[config.mk]
export PLATFORM = sky130hd
export DESIGN_NAME = dset_ctrl
export DESIGN_NICKNAME = d
export VERILOG_FILES = /design/src/rtl/core/dset_pkg.sv /design/src/rtl/core/dset_ctrl.sv
export SDC_FILE = /design/constraint.sdc
export NUM_CORES = 1
export LEC_CHECK = 0
export ABC_AREA = 0
export BUFFER_PORTS_ARGS = -buffer_cell sky130_fd_sc_hd__buf_2
export CORE_MARGIN = 1.5
export CORE_UTILIZATION = 49
export CTS_CLUSTER_DIAMETER = 40
export DETAILED_ROUTE_END_ITERATION = 8
export PLACE_DENSITY_LB_ADDON = 0.15
export SLEW_MARGIN = 10
export SYNTH_ARGS = -nofsm -noshare
export SYNTH_HDL_FRONTEND = slang
export SYNTH_SLANG_ARGS = --single-unit
[constraint.sdc]
create_clock -name clk -period 2.13 [get_ports clk]
set_input_delay 0.1065 -clock clk [delete_from_list [all_inputs] [get_ports clk]]
set_output_delay 0.1065 -clock clk [all_outputs]
set_load 0.1 [all_outputs]
[src/rtl/core/dset_pkg.sv]
// Shared types and constants for the date sorted event table.
package dset_pkg;

    localparam int DEPTH = 32;
    localparam int IDX_W = $clog2(DEPTH);
    localparam int CNT_W = $clog2(DEPTH + 1);
    localparam int DATE_W = 23;

    localparam logic [2:0] OP_INSERT = 3'd0;
    localparam logic [2:0] OP_DELETE = 3'd1;
    localparam logic [2:0] OP_MODIFY = 3'd2;
    localparam logic [2:0] OP_SEARCH = 3'd3;
    localparam logic [2:0] OP_LIST_FWD = 3'd4;
    localparam logic [2:0] OP_LIST_REV = 3'd5;

    localparam logic [1:0] ST_OK = 2'd0;
    localparam logic [1:0] ST_NOT_FOUND = 2'd1;
    localparam logic [1:0] ST_FULL = 2'd2;
    localparam logic [1:0] ST_EMPTY = 2'd3;

    typedef struct packed {
        logic [31:0] id;
        logic [DATE_W-1:0] date;
        logic [15:0] seats;
    } entry_t;

    // controller to datapath
    typedef struct packed {
        logic load;     // capture input word, compute match and position
        logic remove;   // close the gap at the matched position
        logic insert;   // open a slot at the insert position and write
        logic read;     // load output register from list position
        logic [IDX_W-1:0] read_idx;
    } dp_cmd_t;

    // datapath to controller
    typedef struct packed {
        logic hit;
        logic [CNT_W-1:0] count;
    } dp_stat_t;

endpackage

[src/rtl/core/dset_ctrl.sv]
// Controller: operation sequencing and result handshake.
module dset_ctrl
    import dset_pkg::*;
(
    input  logic clk,
    input  logic rst_n,
    input  logic in_valid,
    output logic in_ready,
    input  logic [2:0] op,
    input  dp_stat_t stat,
    output dp_cmd_t cmd,
    output logic out_valid,
    input  logic out_ready,
    output logic [1:0] status,
    output logic report,
    output logic last
);

    typedef enum logic [2:0] {S_IDLE, S_EXEC, S_INS, S_LIST, S_OUT} state_t;

    state_t state_reg;
    logic [2:0] op_reg;
    logic [IDX_W-1:0] idx_reg;
    logic [CNT_W-1:0] left_reg;
    logic ov_reg, rep_reg, last_reg;
    logic [1:0] st_reg;
    logic take;

    assign take = in_valid && in_ready;
    assign in_ready = (state_reg == S_IDLE) && !ov_reg;

    always_comb
    begin
        cmd = '0;
        cmd.load = take;
        cmd.read_idx = idx_reg;
        case (state_reg)
            S_EXEC:
            begin
                cmd.remove = (op_reg == OP_DELETE || op_reg == OP_MODIFY);
                cmd.insert = (op_reg == OP_INSERT) && (stat.count != CNT_W'(DEPTH));
            end
            S_INS:  cmd.insert = 1'b1;
            S_LIST: cmd.read = !ov_reg || out_ready;
            default: ;
        endcase
    end

    always_ff @(posedge clk or negedge rst_n)
    begin
        if (!rst_n)
        begin
            state_reg <= S_IDLE;
            ov_reg <= 1'b0;
            op_reg <= '0;
            idx_reg <= '0;
            left_reg <= '0;
            st_reg <= ST_OK;
            rep_reg <= 1'b0;
            last_reg <= 1'b0;
        end
        else
        begin
            if (ov_reg && out_ready)
            begin
                ov_reg <= 1'b0;
            end
            case (state_reg)
                S_IDLE:
                begin
                    if (take && op <= OP_LIST_REV)
                    begin
                        op_reg <= op;
                        state_reg <= S_EXEC;
                    end
                end
                S_EXEC:
                begin
                    state_reg <= S_IDLE;
                    ov_reg <= 1'b1;
                    rep_reg <= 1'b0;
                    last_reg <= 1'b1;
                    st_reg <= ST_OK;
                    case (op_reg)
                        OP_INSERT:
                            if (stat.count == CNT_W'(DEPTH)) st_reg <= ST_FULL;
                        OP_DELETE:
                            if (!stat.hit) st_reg <= ST_NOT_FOUND;
                        OP_MODIFY:
                        begin
                            if (!stat.hit) st_reg <= ST_NOT_FOUND;
                            else
                            begin
                                ov_reg <= 1'b0;
                                state_reg <= S_INS;
                            end
                        end
                        OP_SEARCH:
                        begin
                            if (!stat.hit) st_reg <= ST_NOT_FOUND;
                            rep_reg <= stat.hit;
                        end
                        default:
                        begin
                            if (stat.count == '0) st_reg <= ST_EMPTY;
                            else
                            begin
                                ov_reg <= 1'b0;
                                state_reg <= S_LIST;
                                left_reg <= stat.count;
                                idx_reg <= (op_reg == OP_LIST_FWD) ? '0
                                    : IDX_W'(stat.count - CNT_W'(1));
                            end
                        end
                    endcase
                end
                S_INS:
                begin
                    state_reg <= S_IDLE;
                    ov_reg <= 1'b1;
                end
                S_LIST:
                begin
                    if (!ov_reg || out_ready)
                    begin
                        ov_reg <= 1'b1;
                        rep_reg <= 1'b1;
                        last_reg <= (left_reg == CNT_W'(1));
                        left_reg <= left_reg - CNT_W'(1);
                        idx_reg <= (op_reg == OP_LIST_FWD) ? idx_reg + IDX_W'(1)
                            : idx_reg - IDX_W'(1);
                        if (left_reg == CNT_W'(1))
                        begin
                            state_reg <= S_OUT;
                        end
                    end
                end
                S_OUT:
                begin
                    state_reg <= S_IDLE;
                end
                default: state_reg <= S_IDLE;
            endcase
        end
    end

    assign out_valid = ov_reg;
    assign status = st_reg;
    assign report = rep_reg;
    assign last = last_reg;

endmodule
==> out/metrics.json <==
{
  "routing": {
    "via_count": 1366,
    "drt_drc_violations_left": 0,
    "antenna_violating_nets_post_route": 0,
    "wl_per_cell_um": 15.44,
    "routed_via_density": 5.888,
    "detail_route.iter0.violations": 46,
    "first_pass_iters": 4,
    "totalWireLength_um": 3581
  },
  "logic_synthesis": {
    "syn-instance-count": 163,
    "mappedNetlistArea_mm2": 0.001519,
    "ys_ff_latch": 22,
    "yosysTopAreaCellShare_pct": 36.24,
    "yosys-top-cells-area": "dfrtp_1 36%, ha_1 5.8%, mux2_4 4.0%",
    "netlist-cell-type-count": 51,
    "synth.avg_cell_area_um2": 9.319,
    "syn_nets": 185,
    "postSynth.asyncResetShare_pct": 100.0,
    "dominantRegCellSynth": "dfrtp_1",
    "ys_seq_area_share_pct": 36.24,
    "synth_largest_area_cell": "dfrtp_1",
    "yosysWarningCount": 0,
    "number_of_flops_mapped_to_enable_cells_by_yosys": 0
  },
  "timing": {
    "slew_headroom_pct": 67.00,
    "rsz_0062_raised_after_global_routing": "false",
    "setup_viol": 0,
    "setup_total_negative_slack_ns": 0,
    "worst-slew-pin-transition_ns": 0.4950,
    "slew_viol_final": 0,
    "timing.clock.skew_ns": 0.01373,
    "fin_crit_share_pct": 93.10,
    "max_freq_mhz": 504.3,
    "finalHoldViolations": 0,
    "finalCriticalPeriod_ns": 1.983
  },
  "global_routing": {
    "grt.overflow.total": 0,
    "number_of_global_route_vias_before_repair": 1415,
    "grt_antenna_before_repair": 0,
    "grt_pass1_wl_um": 6375,
    "grt_max_degree": 23,
    "grt.total_usage_pct": 24.31
  },
  "cts": {
    "clock_path_buffers": 2,
    "worst_setup_hold_path_clk_slew_ns": 0.14,
    "clock_insertion_delay_worst_skew_ns": 0.32,
    "ctsRootBufferMaster": "clkbuf_4",
    "setup_repair_bufs_after_cts": 0,
    "cts_htree_levels": 1,
    "cts_tree": "done",
    "cts.sinks": 22,
    "tritoncts.num_buffers": 3
  },
  "setup_path": {
    "critical_path_class": "reg2out",
    "crit_path_max_incr_delay_ns": 0.47,
    "cp_cell_sequence": "or3_1, or2_2, inv_1, buf_6",
    "worstPathMaxFanout": 7,
    "path_delay_family": "simple AND/OR/NAND/NOR gates",
    "cp-startpoint": "state_reg[2]$_DFFE_PN0P_",
    "crit_required_ns": 2.02,
    "critical_path.endpoint_type": "output pin",
    "worst_r2r_startpoint": "op_reg[2]$_DFFE_PN0P_",
    "critPathSlowestCell": "dfrtp_1",
    "cp_num_buf_inv": 2,
    "start_kind": "register",
    "worst-endpoint-arrival_ns": 1.88
  },
  "placement": {
    "dp_hpwl_um": 2725,
    "numPortBuffers": 28,
    "place.gp.congestion": 0.8956
  },
  "layout": {
    "drive_above_1_share_pct": 29.65,
    "antenna-diode-count": 0,
    "fin_nets": 222,
    "area_growth_syn_to_layout_pct": 20.76,
    "number_of_flip_flops_in_the_largest_register": 6
  },
  "min_path": {
    "holdCritPathClass": "in2reg",
    "min-delay-start": "op[0]"
  },
  "floorplan": {
    "floorplan.initialDensity_pct": 50.58,
    "cell_rows": 20,
    "dieArea_mm2": 0.003443,
    "die_y_um": 58.68,
    "die_width_um": 58.68,
    "top_level_ports": 29,
    "core_region_area_mm2": 0.003003
  },
  "job": {
    "timing.max_cap.violations": 0
  },
  "run_status": {
    "status": "complete, no violations"
  }
}
==> worst paths after layout <==
| kind | cells past startpoint | slack (ns) | end |
|---|---|---|---|
| setup / recovery | 4 | 0.15 | cmd[8] |
| max in group asynchronous | 2 | 1.48 | idx_reg[0]$_DFFE_PN0P_ |
| hold reg to reg | 2 | 0.48 | status[0]$_DFFE_PN0P_ |
| min in group asynchronous | 2 | 0.27 | out_valid$_DFF_PN0_ |
| hold / removal | 2 | 0.04 | op_reg[0]$_DFFE_PN0P_ |
| setup reg to reg | 7 | 0.24 | idx_reg[4]$_DFFE_PN0P_ |
==> routing by layer <==
layer / track usage (%) / vias up / wire, um
met5: 0 / - / 0
met3: 4.396 / 10 / 179
met4: 9.740 / 0 / 89
met2: 40.45 / 50 / 1741
met1: 31.36 / 641 / 1571
li1: - / 665 / -
==> through the flow <==
step	area, um^2	setup slack (ns)	util, %	std cells	hold slack (ns)
after floorplan	1543	0.009601	-	163	-0.1891
final	1834	0.1471	61.08	232	0.04063
after CTS	1823	0.09135	60.71	232	0.03927
after detailed placement	1758	0.1347	58.54	227	0.09798
after global placement	1758	0.1729	58.54	227	0.09553
after global routing	1834	0.03612	61.08	232	0.03999
==> synthesized netlist by cell type, types with 2 or more instances <==
cell type	number
a21oi_1	11
a2bb2oi_1	3
a31oi_1	2
dfrtp_1	22
ha_1	7
inv_1	14
mux2_4	4
nand2_1	9
nand2b_1	3
nand3_1	6
nand4_1	2
nor2_1	12
nor3_1	7
nor3b_1	3
o211ai_1	2
o21a_1	2
o21ai_0	9
o22a_1	2
o22ai_1	4
o31ai_1	3
or3_1	3
xnor2_1	3
xor2_1	2
==> kinds of logic (layout without fill, tap and decap cells) <==
kind of cell             count (synthesis)  after routing  synth area share (%)
multiplexers                             5              5                 4.695
buffers and inverters                   19             55                 6.177
flip-flops                              22             22                 36.24
adder cells (fa/ha/maj)                  8              8                 7.084
XOR/XNOR                                 6              6                 4.366
AND/OR/NAND/NOR                         55             55                 19.52
AO/OA/AOI/OAI                           48             48                 21.91
==> cell type report <==
cell class                 count  area, um^2
clock inverter                 1       30.03
tap                           33       41.29
fill                         271        1169
multi-input combinational    122       893.4
inverter                      14       56.30
timing repair buffer          37       234.0
sequential                    22       556.8
clock buffer                   3       22.52
==> layout by cell type, fill, tap and decap left out, types with 3 or more instances in the layout <==
| master | netlist | final |
|---|---|---|
| clkbuf_4 | 0 | 4 |
| buf_4 | 1 | 8 |
| nand3_1 | 6 | 6 |
| dfrtp_1 | 22 | 19 |
| nor3_1 | 7 | 6 |
| o22ai_1 | 4 | 4 |
| buf_2 | 1 | 25 |
| nand2b_1 | 3 | 3 |
| nand2_1 | 9 | 9 |
| o21ai_0 | 9 | 9 |
| inv_1 | 14 | 13 |
| a2bb2oi_1 | 3 | 3 |
| xnor2_1 | 3 | 3 |
| a21oi_1 | 11 | 10 |
| mux2_4 | 4 | 4 |
| nor2_1 | 12 | 11 |
| or3_1 | 3 | 3 |
| ha_1 | 7 | 7 |
| o31ai_1 | 3 | 3 |
==> timing repair <==
item                                    4_1_cts  5_1_grt
hold buffers                                  1        0
endpoints found under the setup margin        1        4
endpoints found under the hold margin        22        0
gates resized for setup                       1        3
Power is left out: the tool's default activity adds up to more than one toggle a clock period on the data nets, which glitch-free logic cannot reach.
